**src/rtl/pia_div_pipe.sv**
```systemverilog
// pipelined restoring divider, one quotient bit per stage
// no dependencies; the numerator's top DEN_W bits must be below the divisor
`default_nettype none

module pia_div_pipe #(
  parameter int QUO_W  = 32,
  parameter int DEN_W  = 31,
  parameter int SIDE_W = 1
) (
  input  wire logic                     clk,
  input  wire logic                     rst,
  input  wire logic                     en,
  input  wire logic                     in_valid,
  input  wire logic [QUO_W+DEN_W-1:0]   in_num,
  input  wire logic [DEN_W-1:0]         in_den,
  input  wire logic [SIDE_W-1:0]        in_side,
  output logic                          out_valid,
  output logic      [QUO_W-1:0]         out_quo,
  output logic      [SIDE_W-1:0]        out_side
);

  localparam int NUM_W = QUO_W + DEN_W;

  logic              vld  [QUO_W];
  logic [DEN_W-1:0]  rem  [QUO_W];
  logic [QUO_W-1:0]  nq   [QUO_W];
  logic [DEN_W-1:0]  den  [QUO_W];
  logic [SIDE_W-1:0] side [QUO_W];

  genvar k;
  for (k = 0; k < QUO_W; k++) begin : g_step
    logic              vld_i;
    logic [DEN_W-1:0]  rem_i;
    logic [QUO_W-1:0]  nq_i;
    logic [DEN_W-1:0]  den_i;
    logic [SIDE_W-1:0] side_i;
    logic [DEN_W:0]    acc;
    logic [DEN_W:0]    diff;
    logic              fits;

    if (k == 0) begin : g_first
      assign vld_i  = in_valid;
      assign rem_i  = in_num[NUM_W-1:QUO_W];
      assign nq_i   = in_num[QUO_W-1:0];
      assign den_i  = in_den;
      assign side_i = in_side;
    end else begin : g_next
      assign vld_i  = vld[k-1];
      assign rem_i  = rem[k-1];
      assign nq_i   = nq[k-1];
      assign den_i  = den[k-1];
      assign side_i = side[k-1];
    end

    // numerator bits shift out the top while quotient bits fill the bottom
    assign acc  = {rem_i, nq_i[QUO_W-1]};
    assign fits = (acc >= {1'b0, den_i});
    assign diff = acc - {1'b0, den_i};

    always_ff @(posedge clk) begin
      if (rst) begin
        vld[k] <= 1'b0;
      end else if (en) begin
        vld[k] <= vld_i;
      end
    end

    always_ff @(posedge clk) begin
      if (en) begin
        rem[k]  <= fits ? diff[DEN_W-1:0] : acc[DEN_W-1:0];
        nq[k]   <= {nq_i[QUO_W-2:0], fits};
        den[k]  <= den_i;
        side[k] <= side_i;
      end
    end
  end

  assign out_valid = vld[QUO_W-1];
  assign out_quo   = nq[QUO_W-1];
  assign out_side  = side[QUO_W-1];

endmodule : pia_div_pipe

`default_nettype wire

```
**config.mk**
```make
export PLATFORM = sky130hd
export DESIGN_NAME = pia_div_pipe
export DESIGN_NICKNAME = d
export VERILOG_FILES = /design/src/rtl/pia_div_pipe.sv
export SDC_FILE = /design/constraint.sdc
export NUM_CORES = 2
export LEC_CHECK = 0
export BUFFER_PORTS_ARGS = -buffer_cell sky130_fd_sc_hd__buf_4
export CAP_MARGIN = 20
export CORE_MARGIN = 2
export CORE_UTILIZATION = 50
export DETAILED_ROUTE_END_ITERATION = 10
export MAX_ROUTING_LAYER = met4
export PLACE_DENSITY = 0.68
export SETUP_SLACK_MARGIN = 0.2
export SLEW_MARGIN = 20
export SYNTH_ARGS = -nofsm -noshare
export SYNTH_HDL_FRONTEND = slang
export SYNTH_SLANG_ARGS = --single-unit
export TNS_END_PERCENT = 20
```
**constraint.sdc**
```tcl
create_clock -name clk -period 3.37 [get_ports clk]
set_input_delay 0.337 -clock clk [delete_from_list [all_inputs] [get_ports clk]]
set_output_delay 0.337 -clock clk [all_outputs]
set_load 0.05 [all_outputs]
```
=== Word level (Yosys, flattened, before mapping) ===
Memory sizes are Yosys's and may differ from the RTL's.
Cells that the tools add are included.

* $add $sub $neg: 32
* $mul: 0
* Divide/modulo/power cells: 0
* Magnitude comparators: 32
* Eq/ne operators: 0
* Shift operators: 0
* Mux-type cells: 70
* Bitwise logic cells: 32
* Reduce and logical (&&, ||, !) cells: 0

{| class="wikitable"
|+ Operators with widths
! operator !! number
|-
| $ge A32 B31 Y1 || 32
|-
| $mux W31 || 32
|-
| $sub A31 B31 Y31 || 32
|-
| $mux W1 || 38
|-
| $or A1 B1 Y1 || 32
|}

* Register bits after elaboration: 0
* Bits in latches: 0
* RAM bits: 3072
* Bits in read-only memories: 0
* Input bits: 99
* Output and inout bits: 34
* Word-level logic and storage cells: 171
* Memories kept: 5

{| class="wikitable"
|+ Memories
! memory !! depth !! bits a word !! read ports !! clocked after Yosys merged registers in !! wr ports !! line !! source
|-
| nq || 32 || 32 || 32 || 0 || 32 || 26 || <nowiki>logic [QUO_W-1:0] nq [QUO_W];</nowiki>
|-
| den || 32 || 31 || 31 || 0 || 32 || 27 || <nowiki>logic [DEN_W-1:0] den [QUO_W];</nowiki>
|-
| rem || 32 || 31 || 31 || 0 || 32 || 25 || <nowiki>logic [DEN_W-1:0] rem [QUO_W];</nowiki>
|-
| side || 32 || 1 || 32 || 0 || 32 || 28 || <nowiki>logic [SIDE_W-1:0] side [QUO_W];</nowiki>
|-
| vld || 32 || 1 || 32 || 0 || 32 || 24 || <nowiki>logic vld [QUO_W];</nowiki>
|}

=== Longest topological paths before layout ===
* Depth after elaboration: 4
* Gate-level depth with buffers: 16
* Mapped depth without buffers: 14

=== Worst setup path before layout ===
OpenSTA, ideal clock, no wires.

* Path type: register to register
* Start: memory den[15][0]
* End: memory rem[16][23] (netlist: rem[1][23]), data pin
* Setup time: 260 ps
* Arrival time: 3173 ps
* Data required time: 3110 ps
* Path slack: -63 ps
* Cell stages (with the launch flop): 14
* Buffers on the path: 1
* Period minus slack after synthesis: 3433 ps
* Cells stage by stage: edfxtp_1 -> ha_1 -> fa_1 -> nor2b_1 -> o31a_1 -> nor3_1 -> o311ai_0 -> nand3_1 -> nand3_1 -> o21ai_0 -> a211o_1 -> nand3_1 -> buf_2 -> mux2_2

{| class="wikitable"
|+ RTL lines
! item !! line
|-
| from (decl) || 27
|-
| to (decl) || 25
|}

==> impl_metrics.json <==
{
  "setup_violations": 68,
  "antenna_found_initial": 2,
  "drc": 0,
  "combPwrFrac": 0.474,
  "fmax_mhz": 286,
  "path_cells": "ha_4 -> fa_2 -> nor2b_2 -> o21a_1 -> o21ai_2 -> a21oi_2 -> or2_2 -> a41o_1 -> a21o_1 -> a21oi_2 -> buf_4 -> o41a_1 -> buf_12 -> clkbuf_16 -> mux2_2",
  "drt-initial-drc-count": 7197,
  "p_int_mw": 118,
  "worstSetupStartpointType": "flip-flop",
  "rsz0062_at_grt": "true",
  "yosysMostFrequentCell": "edfxtp_1",
  "synth_common_cells": "3010 x edfxtp_1, 1254 x inv_1, 1099 x a21oi_1",
  "fillers": 24000,
  "multi_input_area_um2": 61200,
  "clock_skew_ps": 58.7,
  "h-tree-depth": 5,
  "violations": "negative setup slack",
  "dieWidth_um": 558,
  "place_hpwl_mm": 261,
  "period_minus_slack_ps": 3500,
  "core_um2": 306000,
  "slowest_delay_ps": 440,
  "crit_top_cell": "a21oi_2",
  "insertion_delay_ps": 920,
  "min_path_type": "in -> reg",
  "fin_cells": 18600,
  "drtAntennaViolNets": 0,
  "drtPass1Iterations": 6,
  "die_area_um2": 311000,
  "powerDensity_nw_per_um2": 987,
  "area_delta_synth_final_pct": 21.6,
  "relSlewSlack": 0.441,
  "grt_max_degree": 124,
  "synth-edff-count": 3010,
  "status": "finished, violations left",
  "initial_core_util": 0.502,
  "yosysSeqAreaShare": 0.589,
  "avgSynthCellArea_um2": 12.1,
  "track_usage": 0.234,
  "wl_per_cell_um": 19.6,
  "power_frac_seq": 0.323,
  "core.rowCount": 203,
  "crit_slowest_cell": "edfxtp_1",
  "gp_congestion": 0.944,
  "num-nets-final": 15400,
  "endpoint_kind": "flip-flop",
  "synth_cells": 12700,
  "ys_ff_latch": 3010,
  "crit_type": "reg -> reg",
  "timing.final.crit_share": 1.04,
  "cts.sinks": 3010,
  "dr_total_vias": 103000,
  "gr-total-overflow": 0,
  "cts_root_buf": "clkbuf_16",
  "cp_max_fo": 7,
  "timing.final.ws_setup_ps": -126,
  "die_h_um": 558,
  "tightest_slew_ps": 838,
  "slew_violations": 0,
  "cts_buffers": 331,
  "cap_violations": 0,
  "post-route-util": 0.611,
  "wl_mm": 365,
  "synth-main-ff-cell": "edfxtp_1",
  "layout-drive-gt1-share": 0.202,
  "clkTransAtPathRegs_ps": 60,
  "cp_data_required_time_ps": 4020,
  "synth_top_area_share": 0.589,
  "async_flop_share": 0,
  "switchingPower_mw": 66.1,
  "ir_drop_mv": 0.538,
  "vias_per_cell": 5.55,
  "sw_frac_of_total": 0.359,
  "p_leak_nw": 76.6,
  "synth.distinct_cells": 86,
  "place_inst": 17600,
  "grt_pass1_vias": 103000,
  "synth_top_cell_by_area": "edfxtp_1",
  "p_clk_frac": 0.203,
  "synthTopCellsByArea": "edfxtp_1 59%, ha_1 8.1%, a21oi_1 3.6%",
  "io_pins": 133,
  "yosysWarningCount": 0,
  "grt_pass1_wl_mm": 564,
  "syn-num-nets": 13800,
  "clockBufferDepth": 4,
  "tritoncts": "done",
  "cp.arrival_ps": 4150,
  "portBuffers": 132,
  "regArea_um2": 90400,
  "mappedNetlistArea_um2": 153000,
  "finalHoldViolCount": 0
}
## power by group through the flow
stage,combinational (mW),clock [mW],sequential (mW)
floorplan,53.2,0,57.0
global placement,74.4,0,60.1
detailed placement,75.8,0,60.0
CTS,81.9,38.4,59.4
global route,95.6,39.8,60.1
finish,87.2,37.4,59.4
## stage by stage
stage          TNS, ps  power [mW]  cell area, um^2  setup slack (ps)  hold WS, ps
6_report         -5150         184           187000              -126         86.8
3_5_place_dp    -54540         136           167000              -313          405
2_1_floorplan        0         110           154000              65.7          400
4_1_cts           -134         180           183000             -25.9         4.17
3_3_place_gp    -36160         134           167000              -287          400
5_1_grt         -13850         196           187000              -218         74.6
## cells by family (layout without fill, tap and decap cells)
kind of cell / after synthesis / count (layout) / share of synthesized area
AOI/OAI and AO/OA: 3234 / 3236 / 0.131
DFF: 3010 / 3010 / 0.589
and+or+nand+nor: 2672 / 2672 / 0.0826
buffers and inverters: 1532 / 3377 / 0.0377
adders and majority gates: 1023 / 1023 / 0.0849
xor gates and xnor gates: 810 / 810 / 0.0462
muxes: 396 / 396 / 0.0288
other: 0 / 3 / 0
## per-layer routing
metal / wire (um) / vias up / global-route usage
met3: 12600 / 806 / 0.0219
met1: 152000 / 50300 / 0.282
met5: 0 / - / -
met4: 12100 / 0 / 0.0763
li1: - / 49900 / -
met2: 187000 / 2349 / 0.412
## flip-flops by register name, indices dropped and copies added, names as in the netlist
signal  cells
nq       1024
den       961
side       32
vld        32
rem       961
## what timing repair did
action / CTS / global route
setup buffers: 127 / 123
cloned: 29 / 19
endpoints found under the setup margin: 920 / 975
pin swaps: 167 / 222
hold endpoints to repair: 103 / 0
gates resized for setup: 505 / 520
hold buffers: 97 / 0
## critical path: cells and delay by family, from the launching register on
kind	cells	cell delay [ps]
AO/OA/AOI/OAI	7	1160
multiplexers	1	280
AND/OR/NAND/NOR	2	260
adder cells (fa/ha/maj)	2	600
flip-flops	1	440
buffers and inverters	3	500
## final timing paths
| path | startpoint | to | slack, ps | cells past startpoint |
|---|---|---|---|---|
| hold reg to reg | nq[1][53] | nq[1][86] | 370 | 0 |
| setup / recovery | den[27][0] | rem[1][397] | -130 | 15 |
| setup reg to reg | den[27][0] | rem[1][397] | -130 | 15 |
| hold / removal | rst | vld[11][0] | 90 | 4 |
## cell usage in the layout (no fill, tap or decap), types with 144 or more instances in the layout
| cell | Yosys | final |
|---|---|---|
| xor2_1 | 341 | 341 |
| o21ai_0 | 740 | 630 |
| clkbuf_16 | 0 | 346 |
| mux2_2 | 367 | 223 |
| ha_1 | 992 | 918 |
| a21o_1 | 515 | 513 |
| nand3_1 | 188 | 174 |
| mux2_4 | 0 | 144 |
| nor2_1 | 743 | 724 |
| a21oi_1 | 1099 | 1006 |
| inv_1 | 1254 | 1230 |
| nand2_1 | 803 | 786 |
| edfxtp_1 | 3010 | 3010 |
| buf_4 | 1 | 1235 |
| xnor2_1 | 469 | 467 |
## cell type report
| type | instances | share of cell area |
|---|---|---|
| clock buffers | 369 | 0.0452 |
| repair buffers | 1511 | 0.0732 |
| inverters | 1259 | 0.0255 |
| clock inverters | 238 | 0.0160 |
| well taps | 4100 | 0.0275 |
| diodes | 3 | 0.0000402 |
| multi-input cells | 8137 | 0.328 |
| flip-flops and latches | 3010 | 0.484 |
No activity file was read; power rests on OpenSTA's default activity.
