===== config.mk =====
export PLATFORM = sky130hd
export DESIGN_NAME = pia_isqrt_pipe
export DESIGN_NICKNAME = d
export VERILOG_FILES = /design/src/rtl/pia_isqrt_pipe.sv
export SDC_FILE = /design/constraint.sdc
export NUM_CORES = 2
export LEC_CHECK = 0
export BUFFER_PORTS_ARGS = -buffer_cell sky130_fd_sc_hd__buf_4
export CAP_MARGIN = 20
export CELL_PAD_IN_SITES_DETAIL_PLACEMENT = 0
export CELL_PAD_IN_SITES_GLOBAL_PLACEMENT = 1
export CORE_UTILIZATION = 35
export DETAILED_ROUTE_END_ITERATION = 6
export GPL_TIMING_DRIVEN = 1
export PLACE_DENSITY_LB_ADDON = 0.12
export RECOVER_POWER = 25
export SYNTH_ARGS = -nofsm -noshare
export SYNTH_HDL_FRONTEND = slang
export SYNTH_MEMORY_MAX_BITS = 65536
export SYNTH_SLANG_ARGS = --single-unit

===== constraint.sdc =====
create_clock -name clk -period 4.3 [get_ports clk]
set_input_delay 0.86 -clock clk [delete_from_list [all_inputs] [get_ports clk]]
set_output_delay 0.86 -clock clk [all_outputs]
set_load 0.01 [all_outputs]

===== src/rtl/pia_isqrt_pipe.sv =====
// pipelined integer square root, one result bit per stage
// no dependencies; side data travels alongside the radicand
`default_nettype none

module pia_isqrt_pipe #(
  parameter int ROOT_W = 32,
  parameter int SIDE_W = 1
) (
  input  wire logic                  clk,
  input  wire logic                  rst,
  input  wire logic                  en,
  input  wire logic                  in_valid,
  input  wire logic [2*ROOT_W-1:0]   in_rad,
  input  wire logic [SIDE_W-1:0]     in_side,
  output logic                       out_valid,
  output logic      [ROOT_W-1:0]     out_root,
  output logic      [SIDE_W-1:0]     out_side
);

  localparam int RAD_W = 2 * ROOT_W;
  localparam int REM_W = ROOT_W + 1;
  localparam int TRY_W = ROOT_W + 3;

  logic              vld  [ROOT_W];
  logic [RAD_W-1:0]  rad  [ROOT_W];
  logic [REM_W-1:0]  rem  [ROOT_W];
  logic [ROOT_W-1:0] root [ROOT_W];
  logic [SIDE_W-1:0] side [ROOT_W];

  genvar k;
  for (k = 0; k < ROOT_W; k++) begin : g_step
    logic              vld_i;
    logic [RAD_W-1:0]  rad_i;
    logic [REM_W-1:0]  rem_i;
    logic [ROOT_W-1:0] root_i;
    logic [SIDE_W-1:0] side_i;
    logic [TRY_W-1:0]  acc;
    logic [TRY_W-1:0]  trial;
    logic [TRY_W-1:0]  diff;
    logic              fits;

    if (k == 0) begin : g_first
      assign vld_i  = in_valid;
      assign rad_i  = in_rad;
      assign rem_i  = '0;
      assign root_i = '0;
      assign side_i = in_side;
    end else begin : g_next
      assign vld_i  = vld[k-1];
      assign rad_i  = rad[k-1];
      assign rem_i  = rem[k-1];
      assign root_i = root[k-1];
      assign side_i = side[k-1];
    end

    // bring down the next two radicand bits and try root*4+1
    assign acc   = {rem_i, rad_i[RAD_W-1 -: 2]};
    assign trial = {1'b0, root_i, 2'b01};
    assign fits  = (acc >= trial);
    assign diff  = acc - trial;

    always_ff @(posedge clk) begin
      if (rst) begin
        vld[k] <= 1'b0;
      end else if (en) begin
        vld[k] <= vld_i;
      end
    end

    always_ff @(posedge clk) begin
      if (en) begin
        rad[k]  <= {rad_i[RAD_W-3:0], 2'b00};
        rem[k]  <= fits ? diff[REM_W-1:0] : acc[REM_W-1:0];
        root[k] <= {root_i[ROOT_W-2:0], fits};
        side[k] <= side_i;
      end
    end
  end

  assign out_valid = vld[ROOT_W-1];
  assign out_root  = root[ROOT_W-1];
  assign out_side  = side[ROOT_W-1];

endmodule : pia_isqrt_pipe

`default_nettype wire


* Word level (Yosys, flattened, before mapping)
Memory sizes are Yosys's and may differ from the RTL's.
Index checks and enable logic that the tools add are counted.
** Cells by class
- Add/sub/neg operators :: 32
- Mux-type cells :: 70
- Bitwise gates (word level) :: 32
- $lt $le $gt $ge :: 32
** Operators with widths (number)
- $ge A35 B34 Y1 :: 31
- $mux W33 :: 32
- $sub A33 B33 Y33 :: 31
- $mux W1 :: 38
- $or A1 B1 Y1 :: 32
- $sub A2 B1 Y3 const B :: 1
- $ge A2 B1 Y1 const B :: 1
** Storage, ports and cells
- Register bits :: 0
- Bits of input ports :: 69
- Output and inout port bits :: 34
- Bits in writable memories :: 4128
- Memories :: 5
- Logic and storage cells :: 171
** Memories
- rad :: depth 32, width 62, rd ports 31, clocked after memory_dff 0, wr ports 32, RTL line 25 : logic [RAD_W-1:0] rad [ROOT_W];
- rem :: depth 32, width 33, rd ports 31, clocked after memory_dff 0, wr ports 32, RTL line 26 : logic [REM_W-1:0] rem [ROOT_W];
- root :: depth 32, width 32, rd ports 32, clocked after memory_dff 0, wr ports 32, RTL line 27 : logic [ROOT_W-1:0] root [ROOT_W];
- side :: depth 32, width 1, rd ports 32, clocked after memory_dff 0, wr ports 32, RTL line 28 : logic [SIDE_W-1:0] side [ROOT_W];
- vld :: depth 32, width 1, rd ports 32, clocked after memory_dff 0, wr ports 32, RTL line 24 : logic vld [ROOT_W];

* Longest topological paths before layout
- Depth in word-level cells :: 4
- Depth in mapped cells :: 15
- Depth with buffers taken out :: 12

* Least setup slack after synthesis
OpenSTA, ideal clock, no wires.
- Kind :: reg2reg
- From :: memory rem[6][51] (netlist bit)
- To :: memory rem[6][98] (netlist bit) (data pin)
- Slack :: 954 ps
- Data arrival time :: 3087 ps
- Cell stages (with the launch flop) :: 13
- Path through :: edfxtp_1 -> ha_1 -> a21o_1 -> a21o_1 -> a21oi_1 -> or4b_2 -> nor4_1 -> o31ai_1 -> a21oi_1 -> buf_2 -> buf_2 -> nor2_1 -> mux2_2
** RTL lines (RTL line)
- start, declared :: 26

==> results.env <==
ANT_NETS=0
DRT_ITER0_DRC=4502
PORT_BUFFERS=102
REL_SLEW_SLACK_PCT=22.0
FINAL_LAYOUT_SETUP_TOTAL_NEGATIVE_SLACK_NS=0
RSZ0062_AT_GRT='false'
FMAX_MHz=251
TIMING.CRITICAL_PATH.CELLS='inv_1 > ha_1 > or3_1 > o22ai_1 > o221a_2 > o21ai_1 > a21oi_1 > o211ai_1 > a31oi_4 > buf_4 > nor2_1 > mux2_2'
FIN_UTIL_PCT=40.2
DIE_AREA_MM2=0.341
CRIT_PATH_MAX_INCR_DELAY_NS=0.68
CELL_ROW_COUNT=213
FINALHOLDVIOLCOUNT=0
STARTING_DENSITY_OF_THE_CORE_PCT=35.2
NUM_IO_PINS=103
LAYOUT-DRIVE-GT1-SHARE_PCT=8.97
GRT_OVERFLOW_TOTAL=0
OUTCOME='finished clean'
SYNTHCELLS=9160
POST_SYNTHESIS_SEQUENTIAL_AREA_RATIO_PCT=64.8
MOST_COMMON_CELL_AFTER_LAYOUT_FILL_AND_TAPS_ASIDE='edfxtp_1'
LARGEST_NET_DEGREE_AT_THE_START_OF_GLOBAL_ROUTING=96
CELLLEAKAGEPOWER_nW=51.4
CLOCK_TREE.BUFFER_DEPTH=4
DIE-HEIGHT_UM=584
SYNTH_EDF_COUNT=2559
WORST_PATH_DOMINANT_CELL_FAMILY='compound AO/OA/AOI/OAI gates'
TIMING.SETUP.CRITICAL_PATH_CLASS='flop to flop'
SYNTH_LARGEST_TYPE_AREA_FRACTION_PCT=64.8
WORST_PIN_SLEW_NS=1.16
SYNTH_AREA_MM2=0.119
STARTPOINT_TYPE='flop'
SYNTH_FF_TYPE='edfxtp_1'
SYNTH_FP_NETS=9790
LAYOUT_MIN_CYCLE_TIME_NS=3.98
CTS_RESIZED=0
COREAREA_MM2=0.337
TIMING.CRITICAL_PATH.DEPTH=12
YS_TYPES=89
CLK_PIN_SLEW_WORST_PATHS_NS=0.06
TIMING.FINAL.MAX_SLEW_VIOLATIONS=0
WORSTPATHBUFFERINVERTERCOUNT=2
MOST_FREQUENT_CELLS_IN_THE_LAYOUT='2559 x edfxtp_1, 713 x inv_1, 618 x nor2_1, 565 x nand2_1, 563 x a21oi_1'
CLOCK-SINKS=2559
CLOCK_TREE_FROM_TRITONCTS='yes'
ASYNCSETRESETFLOPFRACSYNTH_PCT=0
POSTCTSHOLDBUFS=0
POWER_DENSITY_mW_PER_MM2=540
SYNTH_AREA_LEADERS='edfxtp_1 65%, ha_1 5.9%, xor2_1 3.0%, xnor2_1 2.8%, a21oi_1 2.4%'
DR_TOTAL_VIAS=70300
DRT-PASS1-ITER-COUNT=6
SUM_OF_NET_HALF_PERIMETERS_AFTER_DETAILED_PLACEMENT_MM=196
DRC=0
TIMING.FINAL.CRIT_SHARE_PCT=92.6
GP_ROUTABILITY_CONGESTION=0.838
REG2REG_TO='rem[5][65]'
FIN_NETS=10200
SYN_TO_FINAL_GROWTH_PCT=14.3
TIMING.HOLD.WORST_PATH_DEPTH=1
ANTENNA_FOUND_INITIAL=7
CTS_BUFFERS=298
CRITPATHMAXFANOUT=21
HOLD_START='in_rad[15]'
ROUTED_VIA_DENSITY=4.92
CLK-INSERTION-DELAY-LATE_NS=0.91
REQUIRED_NS=4.92
R2R_SETUP_SLACK_NS=0.32
GRT_PASS1_VIAS=70700
SKEW_NS=0.0455
CLOCKROOTBUFFER='clkbuf_16'
FILLERINSTANCES=31600
HOLD_END='rad[0][15]'
DRV.MAX_CAP_VIOLATION_COUNT=0
CHIPWIDTH_UM=584
WORSTSETUPENDPOINTTYPE='flop'
CRIT_PATH_TOP_DELAY_CELL='a31oi_4'
CTS_H_TREE_DEPTH=5
CTS_SETUP_BUFFERS=0
IRDROPWORSTVDD_V=0.000334
GRT_USE_TOTAL_PCT=15.5
WORSTHOLDPATHTYPE='primary input to flop'
SYNTH_AREA_LEADER_CELL='edfxtp_1'
WIRE_LENGTH_OF_THE_FIRST_GLOBAL_ROUTING_PASS_MM=415
YS_FF_LATCH=2559
POSTROUTEWIRELENGTH_MM=268
YOSYSWARNINGS=0
WORST_REG2REG_PATH_STARTPOINT='root[5][2]'
WORST-R2R-CELL-COUNT=12
DETAIL_ROUTE.WL_PER_CELL_UM=18.8
SYNTHESIZED_AREA_DIVIDED_BY_SYNTHESIZED_CELL_COUNT_UM2=13.0
CP_DATA_ARRIVAL_TIME_NS=4.60
SETUP_VIOL_COUNT_FINAL=0
==> kinds of logic (layout without fill, tap and decap cells) <==
| family | Yosys count | count (layout) | synth area share, % |
|---|---|---|---|
| AOI/OAI and AO/OA | 1821 | 1821 | 9.52 |
| xor gates and xnor gates | 792 | 792 | 5.85 |
| adders and majority gates | 561 | 561 | 5.91 |
| buffers and inverters | 899 | 1514 | 2.86 |
| DFF | 2559 | 2559 | 64.8 |
| muxes | 111 | 111 | 1.04 |
| other | 1 | 4 | 0.00316 |
| and+or+nand+nor | 2416 | 2416 | 10.1 |
==> layer usage <==
| layer | vias up | part of all wire [%] | track usage, % |
|---|---|---|---|
| li1 | 34700 | - | - |
| met1 | 34000 | 44 | 20.0 |
| met2 | 1186 | 50 | 27.2 |
| met3 | 433 | 3.4 | 1.86 |
| met4 | 2 | 2.9 | 4.66 |
| met5 | - | 0.0034 | 0 |
==> flip-flops by register name (all words and copies together) (netlist names) <==
name	count
vld	32
root	528
rem	975
rad	992
side	32
==> per-stage QoR <==
| stage | std cells | power, mW | instance area, um2 | hold WS (ns) | setup WS (ns) |
|---|---|---|---|---|---|
| floorplan | 9160 | 43.8 | 119000 | 0.400 | 0.954 |
| global placement | 13700 | 49.1 | 126000 | 0.400 | 0.393 |
| detailed placement | 13700 | 49.1 | 126000 | 0.405 | 0.380 |
| CTS | 14300 | 74.4 | 136000 | 0.0306 | 0.358 |
| global route | 14300 | 77.2 | 136000 | 0.0889 | 0.134 |
| finish | 14300 | 73.2 | 136000 | 0.156 | 0.317 |
==> worst max-delay path by stage <==
stage          slack, ns       start         end
3_3_place_gp        0.39  root[5][2]  rem[5][65]
6_report            0.32  root[5][2]  rem[5][65]
3_5_place_dp        0.38  root[5][2]  rem[5][65]
5_1_grt             0.13  root[5][2]  rem[5][65]
4_1_cts             0.36  root[5][2]  rem[5][65]
2_1_floorplan       0.95  rem[6][51]  rem[6][98]
==> cells in the mapped netlist, types with 12 or more instances <==
| master | n |
|---|---|
| nand4_1 | 102 |
| o21ai_0 | 459 |
| edfxtp_1 | 2559 |
| nor4_1 | 129 |
| and2_1 | 74 |
| or3_1 | 104 |
| a21boi_0 | 29 |
| o21a_1 | 106 |
| ha_1 | 561 |
| buf_2 | 12 |
| mux2i_1 | 17 |
| nand3_1 | 164 |
| o2111ai_1 | 16 |
| o31ai_1 | 61 |
| nor3b_1 | 19 |
| mux2_2 | 94 |
| or4_1 | 51 |
| nor2_1 | 618 |
| nand2_1 | 565 |
| a21oi_1 | 565 |
| inv_1 | 713 |
| a211o_1 | 21 |
| nand2b_1 | 90 |
| buf_1 | 19 |
| and3_1 | 47 |
| or2_2 | 61 |
| nor3_1 | 238 |
| nor2b_1 | 76 |
| xor2_1 | 407 |
| o31a_1 | 21 |
| o21bai_1 | 43 |
| a211oi_1 | 48 |
| a31oi_1 | 56 |
| o211ai_1 | 34 |
| a2111oi_0 | 12 |
| clkbuf_1 | 152 |
| nand4b_1 | 12 |
| xnor2_1 | 385 |
| a21o_1 | 227 |
| nand3b_1 | 22 |
==> cell type report <==
cell class                 count  area (um2)  share of cell area [%]
tap                         4515        5650                    4.17
timing repair buffer         258        2350                    1.73
clock inverter               182        1720                    1.27
inverter                     714        2680                    1.98
multi-input combinational   5702       38500                    28.4
clock buffer                 360        7840                    5.78
antenna                        3        7.51                 0.00554
sequential                  2559       76800                    56.7
==> where the power goes <==
group / total (mW) / leakage [nW] / internal (mW) / switching [mW]
registers: 33.8 / 24.7 / 31.5 / 2.27
logic: 14.7 / 22.0 / 6.18 / 8.49
clock network: 24.7 / 4.64 / 14.3 / 10.4
No activity file was read; power rests on OpenSTA's default activity.
